**src/design/jtl_pkg.sv**
```systemverilog
// Shared types, character codes, token kinds and keyword tables of the JSON token lexer.
package jtl_pkg;

  typedef enum logic [1:0] {
    MODE_IDLE,
    MODE_STR,
    MODE_ESC,
    MODE_LIT
  } mode_t;

  typedef enum logic [2:0] {
    SEQ_IDLE,
    SEQ_EXEC,
    SEQ_EMIT_A,
    SEQ_EMIT_B,
    SEQ_RUN_RD,
    SEQ_RUN_OUT
  } seq_t;

  localparam logic [3:0] KIND_OPEN     = 4'd0;
  localparam logic [3:0] KIND_CLOSE    = 4'd1;
  localparam logic [3:0] KIND_COLON    = 4'd2;
  localparam logic [3:0] KIND_COMMA    = 4'd3;
  localparam logic [3:0] KIND_STRING   = 4'd4;
  localparam logic [3:0] KIND_INTEGER  = 4'd5;
  localparam logic [3:0] KIND_TRUE     = 4'd6;
  localparam logic [3:0] KIND_FALSE    = 4'd7;
  localparam logic [3:0] KIND_NULL     = 4'd8;
  localparam logic [3:0] KIND_LINE_END = 4'd9;

  localparam logic [7:0] CH_TAB    = 8'h09;
  localparam logic [7:0] CH_LF     = 8'h0A;
  localparam logic [7:0] CH_CR     = 8'h0D;
  localparam logic [7:0] CH_QUOTE  = 8'h22;
  localparam logic [7:0] CH_COMMA  = 8'h2C;
  localparam logic [7:0] CH_MINUS  = 8'h2D;
  localparam logic [7:0] CH_0      = 8'h30;
  localparam logic [7:0] CH_9      = 8'h39;
  localparam logic [7:0] CH_COLON  = 8'h3A;
  localparam logic [7:0] CH_UC_A   = 8'h41;
  localparam logic [7:0] CH_UC_Z   = 8'h5A;
  localparam logic [7:0] CH_BSLASH = 8'h5C;
  localparam logic [7:0] CH_LC_A   = 8'h61;
  localparam logic [7:0] CH_LC_F   = 8'h66;
  localparam logic [7:0] CH_LC_N   = 8'h6E;
  localparam logic [7:0] CH_LC_R   = 8'h72;
  localparam logic [7:0] CH_LC_T   = 8'h74;
  localparam logic [7:0] CH_LC_Z   = 8'h7A;
  localparam logic [7:0] CH_LBRACE = 8'h7B;
  localparam logic [7:0] CH_RBRACE = 8'h7D;

  localparam logic [2:0] POS_SAT = 3'd6;

  typedef struct packed {
    logic [3:0]         token_kind;
    logic signed [31:0] int_value;
    logic [7:0]         text_byte;
    logic               text_byte_valid;
    logic               last;
  } result_t;

  typedef struct packed {
    logic       start;
    logic       append;
    logic [7:0] ch;
  } lit_op_t;

  typedef struct packed {
    logic               valid;
    logic [3:0]         kind;
    logic signed [31:0] value;
  } lit_tok_t;

  function automatic logic [7:0] word_true(input logic [2:0] pos);
    logic [7:0] ch;
    case (pos)
      3'd0: ch = 8'h74;
      3'd1: ch = 8'h72;
      3'd2: ch = 8'h75;
      3'd3: ch = 8'h65;
      default: ch = 8'h00;
    endcase
    return ch;
  endfunction

  function automatic logic [7:0] word_false(input logic [2:0] pos);
    logic [7:0] ch;
    case (pos)
      3'd0: ch = 8'h66;
      3'd1: ch = 8'h61;
      3'd2: ch = 8'h6C;
      3'd3: ch = 8'h73;
      3'd4: ch = 8'h65;
      default: ch = 8'h00;
    endcase
    return ch;
  endfunction

  function automatic logic [7:0] word_null(input logic [2:0] pos);
    logic [7:0] ch;
    case (pos)
      3'd0: ch = 8'h6E;
      3'd1: ch = 8'h75;
      3'd2: ch = 8'h6C;
      3'd3: ch = 8'h6C;
      default: ch = 8'h00;
    endcase
    return ch;
  endfunction

endpackage

```
**src/design/jtl_text_buf.sv**
```systemverilog
// Text store: synchronous single-write, single-read memory with a registered read port.
module jtl_text_buf #(
  parameter int DEPTH = 32,
  parameter int AW    = 5
) (
  input  logic          clk,
  input  logic          wr_en,
  input  logic [AW-1:0] wr_addr,
  input  logic [7:0]    wr_data,
  input  logic          rd_en,
  input  logic [AW-1:0] rd_addr,
  output logic [7:0]    rd_data
);

  logic [7:0] mem [DEPTH];
  logic [7:0] rd_data_r;

  always_ff @(posedge clk) begin
    if (wr_en) begin
      mem[wr_addr] <= wr_data;
    end
  end

  always_ff @(posedge clk) begin
    if (rd_en) begin
      rd_data_r <= mem[rd_addr];
    end
  end

  assign rd_data = rd_data_r;

endmodule

```
**src/design/jtl_lit_acc.sv**
```systemverilog
// Literal classifier: tracks keyword matches and accumulates the signed decimal value per character.
module jtl_lit_acc (
  input  logic              clk,
  input  logic              rst_n,
  input  jtl_pkg::lit_op_t  op,
  output jtl_pkg::lit_tok_t tok
);
  import jtl_pkg::*;

  logic [2:0]  pos_r, pos_nxt;
  logic        t_r, t_nxt;
  logic        f_r, f_nxt;
  logic        n_r, n_nxt;
  logic        neg_r, neg_nxt;
  logic        ok_r, ok_nxt;
  logic [31:0] acc_r, acc_nxt;
  logic [31:0] acc10;
  logic [31:0] dig;
  logic        is_digit;

  assign is_digit = (op.ch >= CH_0) && (op.ch <= CH_9);
  assign dig      = {28'd0, op.ch[3:0]};
  assign acc10    = {acc_r[28:0], 3'b000} + {acc_r[30:0], 1'b0};

  always_comb begin
    pos_nxt = pos_r;
    t_nxt   = t_r;
    f_nxt   = f_r;
    n_nxt   = n_r;
    neg_nxt = neg_r;
    ok_nxt  = ok_r;
    acc_nxt = acc_r;
    if (op.start) begin
      pos_nxt = 3'd1;
      t_nxt   = (op.ch == CH_LC_T);
      f_nxt   = (op.ch == CH_LC_F);
      n_nxt   = (op.ch == CH_LC_N);
      neg_nxt = (op.ch == CH_MINUS);
      ok_nxt  = is_digit || (op.ch == CH_MINUS);
      acc_nxt = is_digit ? dig : 32'd0;
    end else if (op.append) begin
      pos_nxt = (pos_r == POS_SAT) ? POS_SAT : pos_r + 3'd1;
      t_nxt   = t_r && (pos_r < 3'd4) && (op.ch == word_true(pos_r));
      f_nxt   = f_r && (pos_r < 3'd5) && (op.ch == word_false(pos_r));
      n_nxt   = n_r && (pos_r < 3'd4) && (op.ch == word_null(pos_r));
      ok_nxt  = ok_r && is_digit;
      if (is_digit) begin
        acc_nxt = neg_r ? acc10 - dig : acc10 + dig;
      end
    end
  end

  always_ff @(posedge clk) begin
    if (!rst_n) begin
      pos_r <= 3'd0;
      t_r   <= 1'b0;
      f_r   <= 1'b0;
      n_r   <= 1'b0;
      neg_r <= 1'b0;
      ok_r  <= 1'b0;
    end else begin
      pos_r <= pos_nxt;
      t_r   <= t_nxt;
      f_r   <= f_nxt;
      n_r   <= n_nxt;
      neg_r <= neg_nxt;
      ok_r  <= ok_nxt;
    end
  end

  always_ff @(posedge clk) begin
    acc_r <= acc_nxt;
  end

  always_comb begin
    tok.valid = 1'b1;
    tok.value = '0;
    if (t_r && (pos_r == 3'd4)) begin
      tok.kind = KIND_TRUE;
    end else if (f_r && (pos_r == 3'd5)) begin
      tok.kind = KIND_FALSE;
    end else if (n_r && (pos_r == 3'd4)) begin
      tok.kind = KIND_NULL;
    end else begin
      tok.kind  = KIND_INTEGER;
      tok.valid = ok_r;
      tok.value = acc_r;
    end
  end

endmodule

```
**src/design/jtl_out_reg.sv**
```systemverilog
// Output register: holds one result until the receiver takes it.
module jtl_out_reg (
  input  logic               clk,
  input  logic               rst_n,
  input  logic               load,
  input  jtl_pkg::result_t   data,
  output logic               can_load,
  output logic               out_valid,
  input  logic               out_ready,
  output logic [3:0]         out_token_kind,
  output logic signed [31:0] out_int_value,
  output logic [7:0]         out_text_byte,
  output logic               out_text_byte_valid,
  output logic               out_last
);
  import jtl_pkg::*;

  logic    valid_r;
  result_t data_r;

  assign can_load = !valid_r || out_ready;

  always_ff @(posedge clk) begin
    if (!rst_n) begin
      valid_r <= 1'b0;
    end else if (load) begin
      valid_r <= 1'b1;
    end else if (out_ready) begin
      valid_r <= 1'b0;
    end
  end

  always_ff @(posedge clk) begin
    if (load) begin
      data_r <= data;
    end
  end

  assign out_valid           = valid_r;
  assign out_token_kind      = data_r.token_kind;
  assign out_int_value       = data_r.int_value;
  assign out_text_byte       = data_r.text_byte;
  assign out_text_byte_valid = data_r.text_byte_valid;
  assign out_last            = data_r.last;

endmodule

```
**src/design/json_token_lexer_top.sv**
```systemverilog
// Top level of the JSON token lexer: character decode, string readout sequencer and output.
//
// The block takes one received character per input transfer on in_char and
// produces a run of token results on the out_ channel, the final one of each
// run marked by out_last. A character that completes no token produces no
// result at all.
// Each character is decoded in the cycle after its transfer. The first result
// of its run is then loaded into the output register from an emit state,
// waiting there while the output register is still full; a string run reads
// the text memory first. A closing quote reads the string back from the text
// memory one byte per read and output step.
// in_ready is high only while no character is being processed. When the
// receiver stalls, the pending result waits in the output register and the
// sequencer holds until that register frees up.
// Reset returns the lexer to idle with no text collected; the text memory
// needs no clearing, since only entries written for the current string are
// read back.
module json_token_lexer_top #(
  parameter int MAX_TEXT = 32
) (
  input  logic               clk,
  input  logic               rst_n,
  input  logic               in_valid,
  output logic               in_ready,
  input  logic [7:0]         in_char,
  output logic               out_valid,
  input  logic               out_ready,
  output logic [3:0]         out_token_kind,
  output logic signed [31:0] out_int_value,
  output logic [7:0]         out_text_byte,
  output logic               out_text_byte_valid,
  output logic               out_last
);
  import jtl_pkg::*;

  localparam int AW = $clog2(MAX_TEXT);
  localparam int CW = $clog2(MAX_TEXT + 1);

  seq_t               seq_r, seq_nxt;
  mode_t              mode_r, dec_mode_nxt;
  logic               cr_r;
  logic [CW-1:0]      count_r, dec_cnt_nxt;
  logic [7:0]         c_r;
  logic [3:0]         tok_a_kind_r;
  logic signed [31:0] tok_a_val_r;
  logic               tok_b_v_r;
  logic [3:0]         tok_b_kind_r;
  logic [CW-1:0]      run_len_r;
  logic [AW-1:0]      idx_r;

  logic               exec;
  logic               keep_ok;
  logic               line_end;
  logic               is_digit;
  logic               is_lit_start;
  logic               is_lit_char;
  logic               punct_hit;
  logic [3:0]         punct_kind;
  logic [7:0]         esc_char;
  logic               do_idle;
  logic               dec_wr;
  logic [7:0]         dec_wr_data;
  logic               dec_lit_start;
  logic               dec_lit_append;
  logic               dec_a_v;
  logic               dec_b_v;
  logic [3:0]         dec_b_kind;
  logic               dec_run;
  logic               idx_last;

  lit_op_t            lit_op;
  lit_tok_t           lit_tok;
  logic               mem_wr_en;
  logic               mem_rd_en;
  logic [7:0]         mem_rd_data;
  logic               out_load;
  logic               out_can_load;
  result_t            out_data;

  assign exec     = (seq_r == SEQ_EXEC);
  assign keep_ok  = count_r < CW'(MAX_TEXT);
  assign line_end = (c_r == CH_LF) && cr_r;
  assign is_digit = (c_r >= CH_0) && (c_r <= CH_9);
  assign is_lit_start = is_digit || (c_r inside {CH_MINUS, CH_LC_T, CH_LC_F, CH_LC_N});
  assign is_lit_char  = is_digit || (c_r == CH_MINUS) ||
                        ((c_r >= CH_LC_A) && (c_r <= CH_LC_Z)) ||
                        ((c_r >= CH_UC_A) && (c_r <= CH_UC_Z));
  assign idx_last = (CW'(idx_r) + CW'(1)) == run_len_r;

  always_comb begin
    punct_hit  = 1'b1;
    punct_kind = KIND_OPEN;
    case (c_r)
      CH_LBRACE: punct_kind = KIND_OPEN;
      CH_RBRACE: punct_kind = KIND_CLOSE;
      CH_COLON:  punct_kind = KIND_COLON;
      CH_COMMA:  punct_kind = KIND_COMMA;
      default:   punct_hit  = 1'b0;
    endcase
  end

  always_comb begin
    case (c_r)
      CH_LC_N: esc_char = CH_LF;
      CH_LC_R: esc_char = CH_CR;
      CH_LC_T: esc_char = CH_TAB;
      default: esc_char = c_r;
    endcase
  end

  always_comb begin
    dec_mode_nxt   = mode_r;
    dec_cnt_nxt    = count_r;
    dec_wr         = 1'b0;
    dec_wr_data    = c_r;
    dec_lit_start  = 1'b0;
    dec_lit_append = 1'b0;
    dec_a_v        = 1'b0;
    dec_b_v        = 1'b0;
    dec_b_kind     = KIND_LINE_END;
    dec_run        = 1'b0;
    do_idle        = 1'b0;
    if (line_end) begin
      if (mode_r == MODE_LIT) begin
        dec_a_v      = lit_tok.valid;
        dec_mode_nxt = MODE_IDLE;
        dec_cnt_nxt  = '0;
      end
      dec_b_v = 1'b1;
    end else begin
      unique case (mode_r)
        MODE_IDLE: begin
          do_idle = 1'b1;
        end
        MODE_STR: begin
          if (c_r == CH_BSLASH) begin
            dec_mode_nxt = MODE_ESC;
          end else if (c_r == CH_QUOTE) begin
            dec_mode_nxt = MODE_IDLE;
            dec_cnt_nxt  = '0;
            if (count_r == '0) begin
              dec_b_v    = 1'b1;
              dec_b_kind = KIND_STRING;
            end else begin
              dec_run = 1'b1;
            end
          end else if (keep_ok) begin
            dec_wr      = 1'b1;
            dec_cnt_nxt = count_r + CW'(1);
          end
        end
        MODE_ESC: begin
          dec_mode_nxt = MODE_STR;
          dec_wr_data  = esc_char;
          if (keep_ok) begin
            dec_wr      = 1'b1;
            dec_cnt_nxt = count_r + CW'(1);
          end
        end
        MODE_LIT: begin
          if (is_lit_char) begin
            if (keep_ok) begin
              dec_lit_append = 1'b1;
              dec_cnt_nxt    = count_r + CW'(1);
            end
          end else begin
            dec_mode_nxt = MODE_IDLE;
            dec_a_v      = lit_tok.valid && (count_r != '0);
            dec_cnt_nxt  = '0;
            do_idle      = 1'b1;
          end
        end
      endcase
    end
    if (do_idle) begin
      if (c_r == CH_QUOTE) begin
        dec_mode_nxt = MODE_STR;
        dec_cnt_nxt  = '0;
      end else if (punct_hit) begin
        dec_b_v    = 1'b1;
        dec_b_kind = punct_kind;
      end else if (is_lit_start) begin
        dec_mode_nxt  = MODE_LIT;
        dec_cnt_nxt   = CW'(1);
        dec_lit_start = 1'b1;
      end
    end
  end

  always_comb begin
    seq_nxt = seq_r;
    unique case (seq_r)
      SEQ_IDLE: begin
        if (in_valid) begin
          seq_nxt = SEQ_EXEC;
        end
      end
      SEQ_EXEC: begin
        if (dec_a_v) begin
          seq_nxt = SEQ_EMIT_A;
        end else if (dec_b_v) begin
          seq_nxt = SEQ_EMIT_B;
        end else if (dec_run) begin
          seq_nxt = SEQ_RUN_RD;
        end else begin
          seq_nxt = SEQ_IDLE;
        end
      end
      SEQ_EMIT_A: begin
        if (out_can_load) begin
          seq_nxt = tok_b_v_r ? SEQ_EMIT_B : SEQ_IDLE;
        end
      end
      SEQ_EMIT_B: begin
        if (out_can_load) begin
          seq_nxt = SEQ_IDLE;
        end
      end
      SEQ_RUN_RD: begin
        seq_nxt = SEQ_RUN_OUT;
      end
      SEQ_RUN_OUT: begin
        if (out_can_load) begin
          seq_nxt = idx_last ? SEQ_IDLE : SEQ_RUN_RD;
        end
      end
      default: seq_nxt = SEQ_IDLE;
    endcase
  end

  always_comb begin
    in_ready  = 1'b0;
    out_load  = 1'b0;
    mem_rd_en = 1'b0;
    out_data  = '0;
    unique case (seq_r)
      SEQ_IDLE: begin
        in_ready = 1'b1;
      end
      SEQ_EXEC: begin
        in_ready = 1'b0;
      end
      SEQ_EMIT_A: begin
        out_load            = out_can_load;
        out_data.token_kind = tok_a_kind_r;
        out_data.int_value  = tok_a_val_r;
        out_data.last       = !tok_b_v_r;
      end
      SEQ_EMIT_B: begin
        out_load            = out_can_load;
        out_data.token_kind = tok_b_kind_r;
        out_data.last       = 1'b1;
      end
      SEQ_RUN_RD: begin
        mem_rd_en = 1'b1;
      end
      SEQ_RUN_OUT: begin
        out_load                 = out_can_load;
        out_data.token_kind      = KIND_STRING;
        out_data.text_byte       = mem_rd_data;
        out_data.text_byte_valid = 1'b1;
        out_data.last            = idx_last;
      end
      default: in_ready = 1'b0;
    endcase
  end

  always_ff @(posedge clk) begin
    if (!rst_n) begin
      seq_r     <= SEQ_IDLE;
      mode_r    <= MODE_IDLE;
      cr_r      <= 1'b0;
      count_r   <= '0;
      tok_b_v_r <= 1'b0;
    end else begin
      seq_r <= seq_nxt;
      if (exec) begin
        mode_r    <= dec_mode_nxt;
        cr_r      <= (c_r == CH_CR);
        count_r   <= dec_cnt_nxt;
        tok_b_v_r <= dec_b_v;
      end
    end
  end

  always_ff @(posedge clk) begin
    if (in_valid && in_ready) begin
      c_r <= in_char;
    end
    if (exec) begin
      tok_a_kind_r <= lit_tok.kind;
      tok_a_val_r  <= lit_tok.value;
      tok_b_kind_r <= dec_b_kind;
      run_len_r    <= count_r;
      idx_r        <= '0;
    end else if ((seq_r == SEQ_RUN_OUT) && out_can_load && !idx_last) begin
      idx_r <= idx_r + AW'(1);
    end
  end

  assign mem_wr_en     = exec && dec_wr;
  assign lit_op.start  = exec && dec_lit_start;
  assign lit_op.append = exec && dec_lit_append;
  assign lit_op.ch     = c_r;

  jtl_lit_acc u_lit (
    .clk   (clk),
    .rst_n (rst_n),
    .op    (lit_op),
    .tok   (lit_tok)
  );

  jtl_text_buf #(
    .DEPTH (MAX_TEXT),
    .AW    (AW)
  ) u_text (
    .clk     (clk),
    .wr_en   (mem_wr_en),
    .wr_addr (count_r[AW-1:0]),
    .wr_data (dec_wr_data),
    .rd_en   (mem_rd_en),
    .rd_addr (idx_r),
    .rd_data (mem_rd_data)
  );

  jtl_out_reg u_out (
    .clk                 (clk),
    .rst_n               (rst_n),
    .load                (out_load),
    .data                (out_data),
    .can_load            (out_can_load),
    .out_valid           (out_valid),
    .out_ready           (out_ready),
    .out_token_kind      (out_token_kind),
    .out_int_value       (out_int_value),
    .out_text_byte       (out_text_byte),
    .out_text_byte_valid (out_text_byte_valid),
    .out_last            (out_last)
  );

  a_no_write_during_run: assert property (@(posedge clk) disable iff (!rst_n)
    (seq_r == SEQ_RUN_RD || seq_r == SEQ_RUN_OUT) |-> !mem_wr_en)
    else $error("text memory written while a string is being read back");

  a_count_bound: assert property (@(posedge clk) disable iff (!rst_n)
    count_r <= CW'(MAX_TEXT))
    else $error("text count exceeds the store depth");

  a_run_index: assert property (@(posedge clk) disable iff (!rst_n)
    (seq_r == SEQ_RUN_RD) |-> (run_len_r != '0) && (CW'(idx_r) < run_len_r))
    else $error("string readout index outside the collected text");

  a_accept_exec: assert property (@(posedge clk) disable iff (!rst_n)
    (in_valid && in_ready) |=> (seq_r == SEQ_EXEC))
    else $error("accepted character not decoded in the next cycle");

  a_load_free: assert property (@(posedge clk) disable iff (!rst_n)
    out_load |-> out_can_load)
    else $error("result loaded over an untaken result");

endmodule
```
**config.mk**
```make
export PLATFORM = sky130hd
export DESIGN_NAME = json_token_lexer_top
export DESIGN_NICKNAME = d
export VERILOG_FILES = /design/src/design/jtl_pkg.sv /design/src/design/jtl_text_buf.sv /design/src/design/jtl_lit_acc.sv /design/src/design/jtl_out_reg.sv /design/src/design/json_token_lexer_top.sv
export SDC_FILE = /design/constraint.sdc
export NUM_CORES = 1
export LEC_CHECK = 0
export ABC_CLOCK_PERIOD_IN_PS = 9000
export BUFFER_PORTS_ARGS = -buffer_cell sky130_fd_sc_hd__buf_2
export CAP_MARGIN = 20
export CORE_MARGIN = 10
export CORE_UTILIZATION = 30
export CTS_CLUSTER_SIZE = 8
export DETAILED_ROUTE_END_ITERATION = 7
export SYNTH_ARGS = -nofsm -noshare
export SYNTH_HDL_FRONTEND = slang
export SYNTH_HIERARCHICAL = 1
export SYNTH_SLANG_ARGS = --single-unit
export TNS_END_PERCENT = 10
```
**constraint.sdc**
```tcl
create_clock -name clk -period 9 [get_ports clk]
set_clock_uncertainty 0.2 [all_clocks]
set_input_delay 1.8 -clock clk [delete_from_list [all_inputs] [get_ports clk]]
set_output_delay 1.8 -clock clk [all_outputs]
set_load 0.1 [all_outputs]
```
# Word-level counts from Yosys, hierarchy flattened

Memories as Yosys holds them, arrays and structs flattened. A register that Yosys moved wholly into a read port is not among the register bits.
Cells that the tools add are included.

Flip-flop bits (word level): 159
Latch bits: 0
Bits in writable memories: 256
Memory bits (read-only): 0
Bits of input ports: 12
Output and inout bits: 48
Memories: 1

Memories:

| name       | depth | width | read ports | clocked after memory_dff | wr ports | line               | source |
|---|---|---|---|---|---|---|---|
| u_text.mem | 32    | 8     | 1          | 1                        | 1        | jtl_text_buf.sv:15 | `logic [7:0] mem [DEPTH];` |

Add/subtract/negate cells: 7
$mul: 0
Divide/modulo/power cells: 0
$lt $le $gt $ge: 9
Equality and inequality tests: 35
Shifts and indexed selects: 0
Mux-type cells: 116
Bitwise gates (word level): 1
Reduce and logical (&&, ||, !) cells: 46

Operators by type and width:

| cell                 | count |
|---|---|
| $mux W32             | 4 |
| $mux W8              | 8 |
| $mux W6              | 10 |
| $eq A8 B7 Y1 const B | 7 |
| $mux W1              | 53 |
| $mux W4              | 10 |
| $pmux W7 S5          | 1 |
| $add A32 B32 Y32     | 1 |
| $add A32 B4 Y32      | 1 |
| $eq A8 B6 Y1 const B | 4 |
| $sub A32 B4 Y32      | 1 |
| $pmux W7 S4          | 1 |
| $mux W3              | 9 |
| $eq A8 B8 Y1         | 3 |
| $pmux W8 S3          | 1 |
| $logic_and A1 B1 Y1  | 21 |
| $pmux W7 S3          | 1 |
| $mux W2              | 10 |
| $pmux W3 S6          | 1 |
| $pmux W6 S3          | 1 |
| $eq A8 B4 Y1 const B | 2 |
| $ge A8 B7 Y1 const B | 2 |
| $le A8 B7 Y1 const B | 2 |
| $eq A3 B3 Y1 const B | 5 |
| 32 further kinds     | 55 |

# Logic depth before layout (Yosys ltp)

Gate-level depths: netlist of the first run.

Word-level depth: 15
Gate-level depth with buffers: 14
Gate-level depth less buffers: 13

# Modules after synthesis

The synthesis of the first run kept the hierarchy.

Modules (own cells, without submodules):

| module               | instances | cells each | area an instance (um2) | sequential area each (um2) |
|---|---|---|---|---|
| jtl_text_buf         | 1         | 417        | 10,133.5               | 7,927.6 |
| jtl_lit_acc          | 1         | 676        | 5,320.1                | 1,121.1 |
| json_token_lexer_top | 1         | 406        | 4,107.7                | 1,981.9 |
| jtl_out_reg          | 1         | 50         | 1,430.1                | 1,401.3 |

# Worst setup path after synthesis of the first run

Ideal clock, no wire load.

Path type: register -> output
Start point: register seq_r[1]
End point: output port in_ready
Arrival: 2,611 ps
Slack: 4,389 ps
Stages on the path, launching flop included: 3
Buffers on the path: 1
Cell sequence: dfxtp_1 -> clkbuf_1 -> nor3_1

Word-level cells in the longest chain between the ends: 2

Ends and longest elaborated chain:

| item                     | line                        | source |
|---|---|---|
| start: declaration       | json_token_lexer_top.sv:39  | `seq_t seq_r, seq_nxt;` |
| start signal: assignment | json_token_lexer_top.sv:276 | `seq_r <= seq_nxt;` |
| $logic_not A3 Y1         | json_token_lexer_top.sv:236 | `unique case (seq_r)` |
| $mux W1                  | json_token_lexer_top.sv:236 |  |
| end: declaration         | json_token_lexer_top.sv:24  | `output logic in_ready,` |

No other way between the ends.

# Worst setup path after layout of the first run

Start point: register c_r[1]
End point: register u_lit.acc_r[31] (data pin)

Word-level cells in the longest chain between the ends: 11
Elaborated cells between the ends (all ways): 41
Classes of those cells: add/sub (2); order compare (6); eq/ne (10); mux (12); reduce/logical (11)

Ends and longest elaborated chain:

| item                                         | line                        | source |
|---|---|---|
| start: declaration                           | json_token_lexer_top.sv:43  | `logic [7:0] c_r;` |
| start signal: assignment                     | json_token_lexer_top.sv:288 | `c_r <= in_char;` |
| $ge A8 B6 Y1 or $le A8 B6 Y1 (tied branches) | json_token_lexer_top.sv:83  | `assign is_digit = (c_r >= CH_0) && (c_r <= CH_9);` |
| $logic_and A1 B1 Y1                          | json_token_lexer_top.sv:83  |  |
| $logic_or A1 B1 Y1 (2 in series)             | json_token_lexer_top.sv:85  | `assign is_lit_char = is_digit \|\| (c_r == CH_MINUS) \|\|` |
| $logic_or A1 B1 Y1                           | json_token_lexer_top.sv:86  | `((c_r >= CH_LC_A) && (c_r <= CH_LC_Z)) \|\|` |
| $mux W1                                      | json_token_lexer_top.sv:161 | `if (is_lit_char) begin` |
| $pmux W1 S2                                  | json_token_lexer_top.sv:131 | `unique case (mode_r)` |
| $mux W1                                      | json_token_lexer_top.sv:123 | `if (line_end) begin` |
| $mux W1                                      | json_token_lexer_top.sv:175 | `if (do_idle) begin` |
| $logic_and A1 B1 Y1                          | json_token_lexer_top.sv:302 | `assign lit_op.start = exec && dec_lit_start;` |
| $mux W32 *                                   | jtl_lit_acc.sv:33           | `if (op.start) begin` |
| end signal: assignment                       | jtl_lit_acc.sv:72           | `acc_r <= acc_nxt;` |
| end: declaration                             | jtl_lit_acc.sv:16           | `logic [31:0] acc_r, acc_nxt;` |

Every way passes the cells marked *; elsewhere a longest branch is shown, timed or not. The select of a mux whose other input is x is not followed.
A chain may end at the register's enable or synchronous reset.

==> summary.txt, run 1 <==
Drt
  – Drt pass-1 iters: 5
  – Routed Antenna Nets: 0
  – # DRC: 0
  – Via count: 13300
  – Starting DRT DRC Count: 1147
  – WL/cell: 19.66 um
  – Vias per cell: 5.155
  – Final wirelength: 50.70 mm

Critical path
  – CP Class: register to register
  – Crit path launch: c_r[1]
  – R2R depth: 12
  – FF-to-FF End: u_lit/acc_r[31]
  – Crit-path cells: inv_1 > ha_1 > nor2b_1 > o21ai_0 > a21boi_0 > or4_1 > nor3_1 > nand4b_1 > nor2_1 > nand2_1 > o41a_1 > mux2i_1
  – Worst setup SP type: register
  – CP arrival: 4690 ps
  – Max Fanout on Critical Path: 25
  – Worst Path Required: 9150 ps
  – R2r setup slk: 4450 ps
  – Endpoint type of the worst setup path: register
  – Worst path max stage delay: 930 ps
  – Crit-path slowest cell: edfxtp_1
  – Reg-to-Reg Start: c_r[1]
  – CP endpoint: u_lit/acc_r[31]

Clock network
  – Post-CTS Resized: 0
  – Cts hold-fix bufs: 0
  – # H-tree levels: 2
  – Num CTS Buffers: 59
  – Post-CTS Setup Inserts: 0
  – Skew-Pair Late Insertion Delay: 630 ps
  – CTS Root Cell: clkbuf_16
  – Clock Sinks: 423
  – Clock transition at path regs: 50 ps
  – CTS tree: built
  – Clk buf depth: 3

Power and ir drop
  – Clk network pwr share: 46.1%
  – Seq pwr share: 50.0%
  – Lkg Pwr: 7.780 nW
  – Sw Share: 21.60%
  – PD cells: 182.0 mW/mm2
  – Maximum vdd drop: 154.4 uV
  – Int Pwr: 3.429 mW
  – Combinational share of power: 3.8%
  – P_sw: 944.4 uW

Timing
  – Max-slew headroom: 32.91%
  – Worst slew pin tran: 1006 ps
  – TNS Setup: 0 ps
  – Post-layout min period: 4546 ps
  – RSZ-0062 raised after global routing: no
  – Fmax: 220.0 MHz
  – Min Hold Slack: 296.0 ps
  – Fin. Hold Viols: 0
  – Period utilization: 50.51%
  – Setup ws final: 4454 ps
  – # setup viols final: 0
  – Final Max Tran Viols: 0

Logic synthesis
  – Top cells by count, synth: edfxtp_1, nor2_1, nand2_1, mux4_2, and2_1
  – Synth Instances: 1549
  – Yosys cell types: 108
  – Seq/Total Area, Yosys: 59.22%
  – Area contributors post-synth: edfxtp_1, mux4_2, ha_1
  – Synthesized cell area: 0.02099 mm2
  – Most common cell in the netlist: edfxtp_1
  – Yosys reg bits: 423
  – Share of the synthesized area in the top cell type: 56.65%
  – Async S/R FF share, synth: 0%
  – Synth area leader: edfxtp_1
  – Number of synthesized flops with an enable pin: 396
  – Syn avg cell area: 13.55 um2
  – Synth warn: 6
  – Top FF cell, synth: edfxtp_1
  – Post-Syn Nets: 1610

Global route
  – Grt total ovfl: 0
  – Global-route wire length before repair: 78.66 mm
  – Number of global-route vias before repair: 13070
  – Antenna violations before repair: 6
  – GRT Overall Usage: 12.14%
  – Largest net degree at the start of global routing: 65

Floorplanning
  – Row count: 96
  – Core Region: 0.06895 mm2
  – Die width: 284.5 um
  – Die span in y: 284.5 um
  – Io pins: 60
  – Full die area: 0.08095 mm2
  – Starting Density: 30.45%

Place
  – IO buf count: 59
  – RD Place Congestion: 0.8735
  – Post-DP Area: 0.02227 mm2
  – Hpwl dp: 34.10 mm
  – Placed cell count: 2484
  – Place WS: 4508 ps

Final layout
  – Area grow syn2layout: 14.47%
  – Final std cells w/o fill: 2579
  – Design area: 0.02403 mm2
  – N_diodes: 0
  – Layout cells sized above 1: 18.81%
  – Flip-flop and latch area: 0.01244 mm2
  – Multi-input logic area: 0.008082 mm2
  – Fillers: 6701
  – Nets: 1678

Flow run
  – Max Cap Viol: 0

Hold path
  – Hold Crit Start: tok_a_val_r[18]
  – HP Class: register to register

Outcome
  – Run status: finished, final reports clean
## worst max-delay path, delay by kind of cell, from the launching register on
family          cells  cell delay, ps
simple gates        6            1760
buf+inv             1             200
flops               1             930
mux                 1             120
fa+ha+maj           1             350
compound gates      3             750
## flip-flops by register name, indices dropped and copies added, names as in the netlist, 4 cells and up
signal,flops
count_r,6
u_lit/acc_r,32
u_text/rd_data,8
u_out/out_int_value,32
run_len_r,6
u_out/out_token_kind,4
idx_r,5
tok_a_val_r,32
tok_b_kind_r,4
tok_a_kind_r,4
u_text/mem,256
c_r,8
u_out/out_text_byte,8
## layout make-up
class                      count  share of cell area [%]
clock buffer                  87                   6.624
timing repair buffer          79                   2.052
inverter                      43                  0.6717
clock inverter                 5                  0.4114
tap                          931                   4.848
sequential                   423                   51.76
multi-input combinational   1011                   33.63
## worst min path at each step
stage / end / depth (start not counted)
floorplan: run_len_r[5] / 0
global placement: cr_r / 2
detailed placement: cr_r / 2
CTS: cr_r / 2
global route: u_out/out_int_value[18] / 1
finish: u_out/out_int_value[18] / 1
## cells in the final DEF, fill, tap and decap left out, types with 25 or more instances in the layout
cell	count
edfxtp_1	396
inv_1	41
nor3_1	39
a21oi_1	62
nand2_1	83
clkbuf_1	27
dfxtp_1	25
clkbuf_16	59
xnor2_1	40
ha_1	46
buf_2	59
o21ai_0	49
mux4_2	80
and2_1	76
nor2_1	133
nand3_1	36
## per-layer routing
metal | global-route usage [%] | share of wire (%)
met1 | 16.67 | 46
met2 | 19.22 | 46
met3 | 2.290 | 5.2
met4 | 3.572 | 2.2
met5 | 0 | 0.053
## stage by stage
stage                     power (mW)  utilization (%)
after global placement         2.386            32.30
after CTS                      4.420            34.75
final                          4.373            34.85
after global routing           4.528            34.85
after floorplan                2.336                -
after detailed placement       2.391            32.30
## power groups by stage
stage	clock network (mW)	logic, mW	registers, mW
2_1_floorplan	0	0.120	2.22
3_5_place_dp	0	0.164	2.23
6_report	2.02	0.168	2.19
3_3_place_gp	0	0.161	2.23
5_1_grt	2.16	0.184	2.19
4_1_cts	2.07	0.165	2.19
## logic make-up after synthesis
logic type	Yosys count	synth area share (%)
simple gates	528	13.55
flops	423	59.22
compound gates	279	9.752
fa+ha+maj	49	3.028
xor+xnor	57	2.414
mux	98	9.513
buf+inv	115	2.521
Note: power is estimated with default switching activity, not from simulation.
==> inputs of run 2 (changes only) <==
Settings changed: ABC_CLOCK_PERIOD_IN_PS 9000 to 3900.
Clock period 9 ns to 3.9 ns, I/O delays scaled along.
==> summary.txt, run 2 (same netlist as run 1, synthesis figures left out) <==
Outcome
  – Run status: finished, final reports clean

Critical path
  – CP Class: register to register
  – Endpoint type of the worst setup path: register
  – Crit path launch: u_lit/acc_r[2]
  – Worst Path Required: 4060 ps
  – Max Fanout on Critical Path: 7
  – Worst setup SP type: register
  – Reg-to-Reg Start: u_lit/acc_r[2]
  – CP arrival: 3970 ps

Clock network
  – Clock transition at path regs: 50 ps
  – Skew-Pair Late Insertion Delay: 630 ps
  – Clk buf depth: 3
  – CTS Root Cell: clkbuf_16
  – CTS tree: built
  – Num CTS Buffers: 59
  – Clock Sinks: 423
  – # H-tree levels: 2
  – Cts hold-fix bufs: 0

Final layout
  – Area grow syn2layout: 18.09%
  – N_diodes: 0
  – Fin util: 35.95%
  – Layout cells sized above 1: 24.02%
  – Most frequent cells in the layout: edfxtp_1, nor2_1, buf_4
  – Register name with the most flops: u_text/mem
  – Design area: 0.02479 mm2
  – Fillers: 6667
  – Final std cells w/o fill: 2646
  – Nets: 1753
  – Commonest non-fill, non-tap cell in the layout: edfxtp_1
  – Max reg flops: 256

Timing
  – Fmax: 263.0 MHz
  – Setup ws final: 97.93 ps
  – Period utilization: 97.49%
  – Final Max Tran Viols: 0
  – Max-slew headroom: 34.90%
  – RSZ-0062 raised after global routing: yes
  – Worst slew pin tran: 973.0 ps
  – Fin. Hold Viols: 0
  – # setup viols final: 0
  – Post-layout min period: 3802 ps
  – Min Hold Slack: 132.4 ps

Place
  – RD Place Congestion: 0.8667
  – Hpwl dp: 35.84 mm
  – Placed cell count: 2553
  – Place WS: -30.61 ps
  – IO buf count: 59
  – Post-DP Area: 0.02284 mm2

Global route
  – Grt total ovfl: 0
  – Antenna violations before repair: 5
  – Global-route wire length before repair: 80.49 mm
  – Largest net degree at the start of global routing: 69
  – Number of global-route vias before repair: 13540
  – GRT Overall Usage: 12.50%

Floorplanning
  – Core Region: 0.06895 mm2
  – Io pins: 60
  – Die width: 284.5 um
  – Row count: 96
  – Starting Density: 30.45%
  – Die span in y: 284.5 um
  – Full die area: 0.08095 mm2

Drt
  – Starting DRT DRC Count: 1230
  – Drt pass-1 iters: 5
  – Vias per cell: 5.200
  – WL/cell: 19.92 um
  – Routed Antenna Nets: 0
  – Final wirelength: 52.71 mm
  – # DRC: 0
  – Via count: 13760

Power and ir drop
  – Maximum vdd drop: 439.7 uV
  – PD cells: 409.6 mW/mm2
  – Lkg Pwr: 8.159 nW

Hold path
  – HP Class: input port to register
  – Hold Crit Start: in_char[4]

Flow run
  – Max Cap Viol: 0
run 2: worst paths after layout:
check / cells after the start / slack [ps] / to
worst min-delay path: 1 / 130 / c_r[4]
worst max-delay path: 13 / 100 / u_lit/acc_r[28]
worst min register to register: 2 / 290 / cr_r
worst max register to register: 13 / 100 / u_lit/acc_r[28]
run 2: critical path, cell delays in order (launching register included):
cell,delay (ps)
edfxtp_1,390
ha_2,220
fa_2,360
a21oi_2,200
o221a_4,250
buf_4,160
xnor2_4,150
nand4_1,270
nor3_2,300
nand4_1,180
nor4_4,420
a32oi_1,180
xnor2_1,200
nor2_1,60
run 2: layout make-up:
cell class              count  area (um2)  share of cell area (%)
well taps                 931        1165                   4.699
flip-flops and latches    423       12440                   50.17
multi-input cells        1011        8292                   33.45
clock buffers              80        1555                   6.274
repair buffers            154        1059                   4.270
clock inverters             4       120.1                  0.4846
inverters                  43       161.4                  0.6511
run 2: through the flow:
stage | setup TNS (ps) | total power [mW]
after floorplan | 0 | 5.391
after global placement | 0 | 5.540
after detailed placement | -30.61 | 5.551
after CTS | 0 | 10.28
after global routing | -161.5 | 10.53
final | 0 | 10.15
run 2: what timing repair did:
action                     CTS  global route
hold endpoints to repair     0             0
setup endpoints to repair    2            14
resized for setup            2            37
buffers inserted             0             9
cloned                       0             0
pin swaps                    0            14
run 2: metal layers:
layer / vias to the layer above / GRT usage, % / share of wire (%)
li1: 6300 / - / -
met1: 6914 / 16.87 / 45
met2: 456 / 20.24 / 47
met3: 80 / 2.418 / 6.2
met4: 8 / 3.360 / 1.8
met5: - / 0 / 0.10
run 2: power breakdown:
part | internal [mW] | switching [mW] | total, mW
clock | 2.80 | 1.88 | 4.68
sequential | 5.01 | 0.0270 | 5.03
combinational | 0.146 | 0.297 | 0.442
total | 7.95 | 2.20 | 10.2
